`config.mk`:
```
export PLATFORM = sky130hd
export DESIGN_NAME = region_file_lru_cache
export DESIGN_NICKNAME = d
export VERILOG_FILES = /design/src/sv/rflc_pkg.sv /design/src/sv/rflc_ram.sv /design/src/sv/region_file_lru_cache.sv
export SDC_FILE = /design/constraint.sdc
export NUM_CORES = 1
export LEC_CHECK = 0
export BUFFER_PORTS_ARGS = -buffer_cell sky130_fd_sc_hd__buf_4
export CORE_MARGIN = 4
export CORE_UTILIZATION = 55
export CTS_CLUSTER_DIAMETER = 150
export DETAILED_ROUTE_END_ITERATION = 12
export PLACE_DENSITY = 0.72
export SLEW_MARGIN = 20
export SYNTH_ARGS = -nofsm -noshare
export SYNTH_HDL_FRONTEND = slang
export SYNTH_SLANG_ARGS = --single-unit
```
`constraint.sdc`:
```
create_clock -name clk -period 9.15 [get_ports clk]
set_input_delay 0.915 -clock clk [delete_from_list [all_inputs] [get_ports clk]]
set_output_delay 0.915 -clock clk [all_outputs]
set_load 0.02 [all_outputs]
```
`src/sv/rflc_pkg.sv`:
```
package rflc_pkg;

	localparam int CACHE_ENTRIES_DEF = 16;
	localparam int COORD_W = 32;
	localparam int REGION_SHIFT = 5;
	localparam int KEY_W = COORD_W - REGION_SHIFT;
	localparam int SLOT_OUT_W = 4;

	typedef enum logic [1:0] {
		ST_IDLE,
		ST_SCAN,
		ST_TAIL,
		ST_FRONT
	} state_t;

endpackage

```
`src/sv/rflc_ram.sv`:
```
module rflc_ram #(
	parameter int WIDTH = 8,
	parameter int DEPTH = 16,
	localparam int AW = (DEPTH > 1) ? $clog2(DEPTH) : 1
) (
	input  logic             clk,
	input  logic             we,
	input  logic [AW-1:0]    waddr,
	input  logic [WIDTH-1:0] wdata,
	input  logic [AW-1:0]    raddr,
	output logic [WIDTH-1:0] rdata
);

	logic [WIDTH-1:0] mem_q [DEPTH];

	always_ff @(posedge clk) begin
		if (we) begin
			mem_q[waddr] <= wdata;
		end
		rdata <= mem_q[raddr];
	end

endmodule

```
`src/sv/region_file_lru_cache.sv`:
```
// Sequence: a lookup walks the list in ST_SCAN until a match or the last entry; an empty
// cache skips it, a non-full miss passes ST_TAIL, then ST_FRONT raises the done strobe.
// Throughput: one transaction at a time; start may be taken in the strobe cycle.
// The list walk compares one entry per cycle through a single key comparator and RAM port.
// Reset empties the cache; the list RAM is not cleared, since the entry count guards it.
// Results are valid for the single strobe cycle only; the receiver cannot stall.
module region_file_lru_cache
	import rflc_pkg::*;
#(
	parameter int CACHE_ENTRIES = CACHE_ENTRIES_DEF
) (
	input  logic                    clk,
	input  logic                    arst_n,
	input  logic                    start,
	output logic                    busy,
	input  logic signed [COORD_W-1:0] chunk_x,
	input  logic signed [COORD_W-1:0] chunk_z,
	output logic                    done,
	output logic                    hit,
	output logic [SLOT_OUT_W-1:0]   slot,
	output logic signed [KEY_W-1:0] region_x,
	output logic signed [KEY_W-1:0] region_z,
	output logic                    evicted,
	output logic signed [KEY_W-1:0] evicted_x,
	output logic signed [KEY_W-1:0] evicted_z
);

	localparam int IDX_W = $clog2(CACHE_ENTRIES);
	localparam int CNT_W = $clog2(CACHE_ENTRIES + 1);
	localparam int SLOT_W = (IDX_W > SLOT_OUT_W) ? IDX_W : SLOT_OUT_W;
	localparam int ENTRY_W = 2 * KEY_W + SLOT_W;

	state_t state_q, state_d;
	logic [CNT_W-1:0] count_q;
	logic done_q;

	logic [IDX_W-1:0] idx_q;
	logic [KEY_W-1:0] key_x_q, key_z_q;
	logic [ENTRY_W-1:0] carry_q;
	logic [SLOT_W-1:0] slot_q;
	logic hit_q, ev_q;
	logic [KEY_W-1:0] evx_q, evz_q;

	logic ram_we;
	logic [IDX_W-1:0] ram_waddr, ram_raddr;
	logic [ENTRY_W-1:0] ram_wdata, ram_rdata;

	logic [KEY_W-1:0] rd_x, rd_z;
	logic [SLOT_W-1:0] rd_slot;
	logic match, last, full;

	rflc_ram #(
		.WIDTH(ENTRY_W),
		.DEPTH(CACHE_ENTRIES)
	) u_list (
		.clk  (clk),
		.we   (ram_we),
		.waddr(ram_waddr),
		.wdata(ram_wdata),
		.raddr(ram_raddr),
		.rdata(ram_rdata)
	);

	assign rd_x = ram_rdata[ENTRY_W-1 -: KEY_W];
	assign rd_z = ram_rdata[SLOT_W +: KEY_W];
	assign rd_slot = ram_rdata[SLOT_W-1:0];

	assign match = (rd_x == key_x_q) && (rd_z == key_z_q);
	assign last = (CNT_W'(idx_q) + CNT_W'(1)) == count_q;
	assign full = count_q == CNT_W'(CACHE_ENTRIES);

	always_comb begin
		state_d = state_q;
		unique case (state_q)
			ST_IDLE: begin
				if (start) begin
					state_d = (count_q == '0) ? ST_FRONT : ST_SCAN;
				end
			end
			ST_SCAN: begin
				if (match) begin
					state_d = ST_FRONT;
				end else if (last) begin
					state_d = full ? ST_FRONT : ST_TAIL;
				end
			end
			ST_TAIL: state_d = ST_FRONT;
			ST_FRONT: state_d = ST_IDLE;
			default: state_d = ST_IDLE;
		endcase
	end

	always_comb begin
		ram_we = 1'b0;
		ram_waddr = '0;
		ram_wdata = carry_q;
		ram_raddr = '0;
		unique case (state_q)
			ST_IDLE: ram_raddr = '0;
			ST_SCAN: begin
				ram_raddr = idx_q + IDX_W'(1);
				ram_we = idx_q != '0;
				ram_waddr = idx_q;
			end
			ST_TAIL: begin
				ram_we = 1'b1;
				ram_waddr = count_q[IDX_W-1:0];
			end
			ST_FRONT: begin
				ram_we = 1'b1;
				ram_waddr = '0;
				ram_wdata = {key_x_q, key_z_q, slot_q};
			end
			default: ram_we = 1'b0;
		endcase
	end

	always_ff @(posedge clk or negedge arst_n) begin
		if (!arst_n) begin
			state_q <= ST_IDLE;
			count_q <= '0;
			done_q <= 1'b0;
		end else begin
			state_q <= state_d;
			done_q <= state_q == ST_FRONT;
			if (state_q == ST_FRONT && !hit_q && !ev_q) begin
				count_q <= count_q + CNT_W'(1);
			end
		end
	end

	always_ff @(posedge clk) begin
		unique case (state_q)
			ST_IDLE: begin
				if (start) begin
					key_x_q <= chunk_x[COORD_W-1:REGION_SHIFT];
					key_z_q <= chunk_z[COORD_W-1:REGION_SHIFT];
					idx_q <= '0;
					slot_q <= '0;
					hit_q <= 1'b0;
					ev_q <= 1'b0;
					evx_q <= '0;
					evz_q <= '0;
				end
			end
			ST_SCAN: begin
				carry_q <= ram_rdata;
				idx_q <= idx_q + IDX_W'(1);
				if (match) begin
					hit_q <= 1'b1;
					slot_q <= rd_slot;
				end else if (last) begin
					if (full) begin
						ev_q <= 1'b1;
						evx_q <= rd_x;
						evz_q <= rd_z;
						slot_q <= rd_slot;
					end else begin
						slot_q <= SLOT_W'(count_q[IDX_W-1:0]);
					end
				end
			end
			default: begin
			end
		endcase
	end

	assign busy = state_q != ST_IDLE;
	assign done = done_q;
	assign hit = hit_q;
	assign slot = slot_q[SLOT_OUT_W-1:0];
	assign region_x = key_x_q;
	assign region_z = key_z_q;
	assign evicted = ev_q;
	assign evicted_x = evx_q;
	assign evicted_z = evz_q;

	a_done_idle: assert property (@(posedge clk) disable iff (!arst_n) done |-> !busy)
		else $error("Result strobe while the sequencer is still busy.");

	a_count_bound: assert property (@(posedge clk) disable iff (!arst_n)
		count_q <= CNT_W'(CACHE_ENTRIES))
		else $error("Entry count exceeds the cache size.");

	a_evict_miss: assert property (@(posedge clk) disable iff (!arst_n)
		done |-> !(hit && evicted))
		else $error("A transaction reported both a hit and an eviction.");

	a_evict_full: assert property (@(posedge clk) disable iff (!arst_n)
		(done && evicted) |-> full)
		else $error("Eviction reported while the cache was not full.");

	a_fill_count: assert property (@(posedge clk) disable iff (!arst_n)
		(state_q == ST_FRONT && !hit_q && !ev_q) |=> count_q == $past(count_q) + CNT_W'(1))
		else $error("A miss without eviction did not add an entry.");

endmodule

```
==> metrics.cfg, run 1 <==
[run_status]
status=completed

[sta]
setup_tns_ns=0
worst_slew_pin_slew_ns=1.19
fin_crit_sh_pct=54.3
hold_viol=0
max_clock_freq_mhz=201
skew_ns=0.0291
rsz0062_at_grt=false
hold_ws_ns=0.0796
finalSetupViolCount=0
slew_headroom_pct=20.9
finalCriticalPeriod_ns=4.97
finalMaxSlewViolations=0

[cts]
clkTransAtPathRegs_ns=0.06
cts_root_buffer=clkbuf_16
ctsLongestPathBuffers=3
cts_tree=built
insertion_delay_ns=0.69
ctsResizeCount=0
cts_buffers=113
h-tree-depth=3
cts_hold_buf=0
clock-sinks=1170
cts_setup_buffers=0

[die]
fp.dieW_um=295
top_level_ports=183
placementRows=105
die_h_um=295
core_area_sq_um=81800
initial_core_util_pct=55.4
die_area_sq_um=87100

[detailed_routing]
post_drt_wl_per_cell_um=27.8
vias=24600
drt_iter0_drc=2776
detail-route-antenna-nets=0
drcViolationCount=0
dr.pass1.iters=5
vias_per_cell=6.22
totalWireLength_um=110000

[synth]
synth.net_count=2698
yosysTopAreaCell=edfxtp_1
synthArstFlopShare_pct=0.684
synth_ff_type=edfxtp_1
ys_types=49
synth_top_area_share_pct=73.1
seq_area_frac_synth_pct=76.2
syn-instance-count=2622
synth_common_cells=edfxtp_1, nand2_1, mux2i_1, and2_1, a211oi_1
avgSynthCellArea_sq_um=17.3
yosysMostFrequentCell=edfxtp_1
synth_area_leaders=edfxtp_1, mux2i_1, mux4_2
synth_seq_cells=1170
synth_edf_count=1104
syn-cell-area_sq_um=45300
yosys_warnings=0

[place]
dp.cells=3743
io_buffer_count=172
gp_congestion=0.819
place_hpwl_um=57200

[global_route]
grt.overflow.total=0
grtUsageTotal_pct=25.1
grt_max_degree=165
grt_pass1_vias=24900
grt_pass1_wl_um=160000
antenna_found_initial=3

[setup_path]
crit_type=flop to flop
crit_path_end_kind=flop
cp_top_family=buffers and inverters
max_stage_delay_ns=0.83
cp.buffers_inverters=4
crit_chain=inv_1 > ha_4 > buf_4 > nand2_8 > clkinv_8 > buf_4 > mux2i_1 > mux4_2 > a21oi_1
critPathRequiredTime_ns=9.74
crit_fanout=137
arrival_ns=5.56
start_kind=flop
path_common_cell=buf_4
slowest_stage=clkinv_8

[min_path]
hp-class=input pin to asynchronous set/reset pin

[layout]
diodes=0
synthToLayoutAreaGrowth_pct=13.2
finalNonFillerCells=3958
drive_gt1_share_pct=17.9
nets=2865
fillerInstances=5572

[pwr]
p_per_area_nw_per_um2=355
ir_drop_mv=0.225
power_leakage_uw=0.0169
total_power_uw=18200

[flow_run]
drv_cap=0

cells by family after synthesis:
logic type,Yosys count,synth area share [%]
DFF,1170,76.2
AOI/OAI and AO/OA,312,5.18
muxes,350,9.49
buffers and inverters,170,1.72
adders and majority gates,9,0.248
xor gates and xnor gates,64,1.24
and+or+nand+nor,547,5.97
cells in the final DEF, fill, tap and decap left out, types with 4 or more instances in the layout:
cell type	instances
edfxtp_1	1104
nand2_1	245
mux2i_1	234
buf_4	207
and2_1	165
a211oi_1	117
a311oi_1	116
clkbuf_16	115
a21oi_1	62
mux4_2	58
nor3_1	58
mux2_2	58
dfxtp_1	58
xor2_1	55
clkbuf_1	39
clkinv_2	21
nor2_4	16
clkinv_1	15
nor4_1	13
clkbuf_8	12
inv_1	9
xnor2_1	9
nor2_1	9
nand3_1	8
dfrtp_1	8
ha_1	7
nand4_1	6
and2_0	5
clkinv_8	4
a22o_1	4
bufinv_16	4
registers in the layout, indices dropped and copies added (netlist names):
name,flops
done,1
count_q,5
u_list.rdata,58
region_x,27
state_q,2
slot,4
evicted,1
evicted_z,27
hit,1
evicted_x,27
carry_q,58
u_list.mem_q,928
idx_q,4
region_z,27
path summary, 6_finish.rpt:
kind	startpoint	to	slack, ns	cells after the start
worst max-delay path	state_q[1]$_DFFE_PN0P_	u_list.rdata[54]$_DFF_P_	4.18	9
worst min-delay path	arst_n	count_q[0]$_DFFE_PN0P_	0.08	1
worst max register to register	state_q[1]$_DFFE_PN0P_	u_list.rdata[54]$_DFF_P_	4.18	9
worst min register to register	u_list.rdata[1]$_DFF_P_	carry_q[1]$_DFFE_PN_	0.46	0
max in group asynchronous	arst_n	done$_DFF_PN0_	8.89	1
min in group clk	chunk_z[10]	region_z[5]$_DFFE_PP_	0.40	1
area by class of cell:
class | count | area [sq um] | area share [%]
flip-flops and latches | 1170 | 34500 | 67.3
clock inverters | 48 | 385 | 0.751
multi-input cells | 1282 | 10200 | 19.9
repair buffers | 209 | 1590 | 3.11
well taps | 1070 | 1340 | 2.61
inverters | 13 | 70.1 | 0.137
clock buffers | 166 | 3190 | 6.22
per-stage QoR:
stage,instance area [sq um],util (%),worst slack (ns)
3_5_place_dp,47700,58.3,4.21
2_1_floorplan,45300,-,2.78
6_report,51300,62.7,4.18
5_1_grt,51300,62.7,3.93
3_3_place_gp,47700,58.3,4.31
4_1_cts,51300,62.7,4.17
layer usage:
layer | GRT usage (%) | vias to the layer above | share of wire, %
met2 | 41.1 | 1282 | 49
met1 | 33.9 | 12500 | 39
met5 | 0 | - | 0.025
li1 | - | 10600 | -
met3 | 4.63 | 241 | 8.8
met4 | 9.62 | 4 | 3.8
power by group:
part           switching [uW]  internal [uW]
sequential                424           7680
clock                    1940           2530
combinational            3850           1780
Power figures use the tool's default switching activity.
==> inputs of run 2 (changes only) <==
- PLACE_DENSITY: 0.72 -> 0.75
- clock period: 9.15 -> 4.25 ns (I/O delays scaled with it)
==> run 2 against run 1 <==
First-iteration DRC count grew 1.0%. Register-to-register slack lost 3.6 ns. Routed wire length grew 0.72%. Clock skew grew 0.0027 ns. Total power grew 120%. Cell count grew 2.2%. Sequential share of layout area shrank 1.3 points. Setup slack lost 3.6 ns. Clock power grew 110%. Sequential cell count is the same. Largest cell class unchanged.
==> metrics.cfg, run 2 (synthesized netlist as in run 1, its figures left out) <==
[detailed_routing]
dr.pass1.iters=7  ; +2
routedLengthMet1_um=42300  ; -1.1%
vias_per_cell=6.19  ; -0.50%
drcViolationCount=0  ; unchanged
drt_iter0_drc=2804  ; +1.0%
totalWireLength_um=111000  ; +0.72%
detail-route-antenna-nets=0  ; unchanged
routed.top_layer=met4
vias=25100  ; +1.7%
met2_wirelength_um=54300  ; +1.7%
post_drt_wl_per_cell_um=27.4  ; -1.5%
wl_met3_um=9830  ; +1.8%

[pwr]
power_leakage_uw=0.0174  ; +2.7%
p_per_area_nw_per_um2=755  ; +110%
swShare_pct=34.1  ; about the same
pwr-share-comb_pct=31.9  ; +0.9 points
p_int_uw=26000  ; +120%
seq_power_share_pct=44.1  ; -0.4 points
ir_drop_mv=0.583  ; +160%
pwr-share-clk_pct=24.0  ; -0.5 points
power.switching_uw=13500  ; +120%

[sta]
finalWorstSetupSlack_ns=0.588  ; -3.59 ns
setup_tns_ns=0  ; unchanged
max_clock_freq_mhz=273  ; +36%
hold_viol=0  ; unchanged
finalSetupViolCount=0  ; unchanged
skew_ns=0.0318  ; +0.00272 ns
fin_crit_sh_pct=86.2  ; +32 points
finalCriticalPeriod_ns=3.66  ; -1.31 ns
rsz0062_at_grt=false
finalMaxSlewViolations=0  ; unchanged
worst_slew_pin_slew_ns=1.11  ; -0.0815 ns
slew_headroom_pct=26.3  ; +5.4 points

[cts]
h-tree-depth=3  ; unchanged
cts_root_buffer=clkbuf_16
insertion_delay_ns=0.69  ; about the same
ctsLongestPathBuffers=3  ; unchanged
cts_tree=built
clkTransAtPathRegs_ns=0.06  ; about the same
cts_buffers=111  ; -1.8%
clock-sinks=1170  ; unchanged

[setup_path]
arrival_ns=3.95  ; -1.61 ns
cp.buffers_inverters=2  ; -2
crit_fanout=52  ; -62%
cp_top_family=buffers and inverters
path_common_cell=buf_4
crit_path_end_kind=flop
slowest_stage=buf_4
cp-startpoint=idx_q[0]$_DFFE_PP_
crit_type=flop to flop
max_stage_delay_ns=0.75  ; -0.08 ns
timing.rr.start=idx_q[0]$_DFFE_PP_
start_kind=flop
crit_chain=buf_4 > nand3_1 > xnor2_1 > a311oi_4 > nand3b_1 > a21oi_4 > buf_4
critPathRequiredTime_ns=4.54  ; -5.20 ns

[run_status]
status=completed

[die]
initial_core_util_pct=55.4  ; unchanged
core_area_sq_um=81800  ; unchanged
fp.dieW_um=295  ; unchanged
placementRows=105  ; unchanged
die_h_um=295  ; unchanged
die_area_sq_um=87100  ; unchanged
top_level_ports=183  ; unchanged

[global_route]
grt.overflow.total=0  ; unchanged
grt_pass1_vias=25300  ; +1.4%
grt_pass1_wl_um=160000  ; about the same
grtUsageTotal_pct=25.2  ; +0.11 points
antenna_found_initial=0  ; -3
grt_max_degree=177  ; +7.3%

[layout]
layout_commonest_cell=edfxtp_1
nets=2954  ; +3.1%
final_cell_mix=edfxtp_1, nand2_1, mux2i_1, buf_4, and2_1
largestRegisters=u_list.mem_q x928, carry_q x58, u_list.rdata x58
largest_register_ffs=928  ; unchanged
largest_register=u_list.mem_q
finalNonFillerCells=4047  ; +2.2%
fin_area_sq_um=52300  ; +1.9%
drive_gt1_share_pct=18.8  ; +0.81 points
synthToLayoutAreaGrowth_pct=15.4

[place]
gp_congestion=0.852  ; +4.0%
place_hpwl_um=59400  ; +3.8%
dpl_cell_area_sq_um=48200  ; +0.97%
dp_worst_setup_slack_ns=0.608  ; -3.60 ns
io_buffer_count=172  ; unchanged
dp.cells=3780  ; +0.99%

[flow_run]
drv_cap=0  ; unchanged

[min_path]
hp-class=input pin to asynchronous set/reset pin

run 2: final cells by class:
| cell class | instances | area [sq um] |
|---|---|---|
| diodes | 1 | 2.50 |
| clock buffers | 161 | 3170 |
| clock inverters | 50 | 398 |
| fillers | 5417 | 29600 |
| inverters | 13 | 61.3 |
| multi-input cells | 1282 | 10200 |
| flip-flops and latches | 1170 | 34500 |
| well taps | 1070 | 1340 |
| repair buffers | 300 | 2600 |
run 2: power groups by stage:
stage               Sequential [uW]  Combinational (uW)  Clock (uW)
floorplan                     17700                7630           0
global placement              17500               12000           0
detailed placement            17600               12400           0
CTS                           17400               12500        9590
global route                  17500               13400       10100
finish                        17400               12600        9490
run 2: stage by stage:
| step | utilization, % | power, uW | hold WS [ns] |
|---|---|---|---|
| 2_1_floorplan | - | 25300 | 0.129 |
| 6_report | 63.9 | 39500 | 0.123 |
| 3_5_place_dp | 58.9 | 30000 | 0.264 |
| 5_1_grt | 63.9 | 41000 | 0.105 |
| 4_1_cts | 63.9 | 39500 | 0.0880 |
| 3_3_place_gp | 58.9 | 29500 | 0.264 |
run 2: worst paths after layout:
check                      depth (start not counted)  slack, ns                         end
max                                                7       0.59  evicted_x[5]$_SDFFCE_PP0P_
min                                                2       0.12      state_q[0]$_DFFE_PN0P_
max reg2reg                                        7       0.59  evicted_x[5]$_SDFFCE_PP0P_
min reg2reg                                        0       0.44        carry_q[0]$_DFFE_PN_
max in group asynchronous                          2       3.98      count_q[3]$_DFFE_PN0P_
min in group clk                                   4       0.25      state_q[0]$_DFFE_PN0P_
run 2: repair_timing:
action                                  4_1_cts  5_1_grt
resized for setup                             0        0
endpoints found under the setup margin        0        0
hold endpoints to repair                     62        0
setup buffers                                 0        0
hold buffers                                 55        0
run 2: layer usage:
| layer | GRT usage (%) | vias to the layer above |
|---|---|---|
| met3 | 5.23 | 235 |
| li1 | - | 10800 |
| met4 | 9.86 | 0 |
| met5 | 0 | - |
| met2 | 41.6 | 1277 |
| met1 | 33.3 | 12800 |
run 2: worst register-to-register path, cell delays in order (launching register included):
cell and delay, ns:
edfxtp_1 0.44, buf_4 0.65, nand3_1 0.26, xnor2_1 0.22, a311oi_4 0.32, nand3b_1 0.18, a21oi_4 0.42, buf_4 0.75
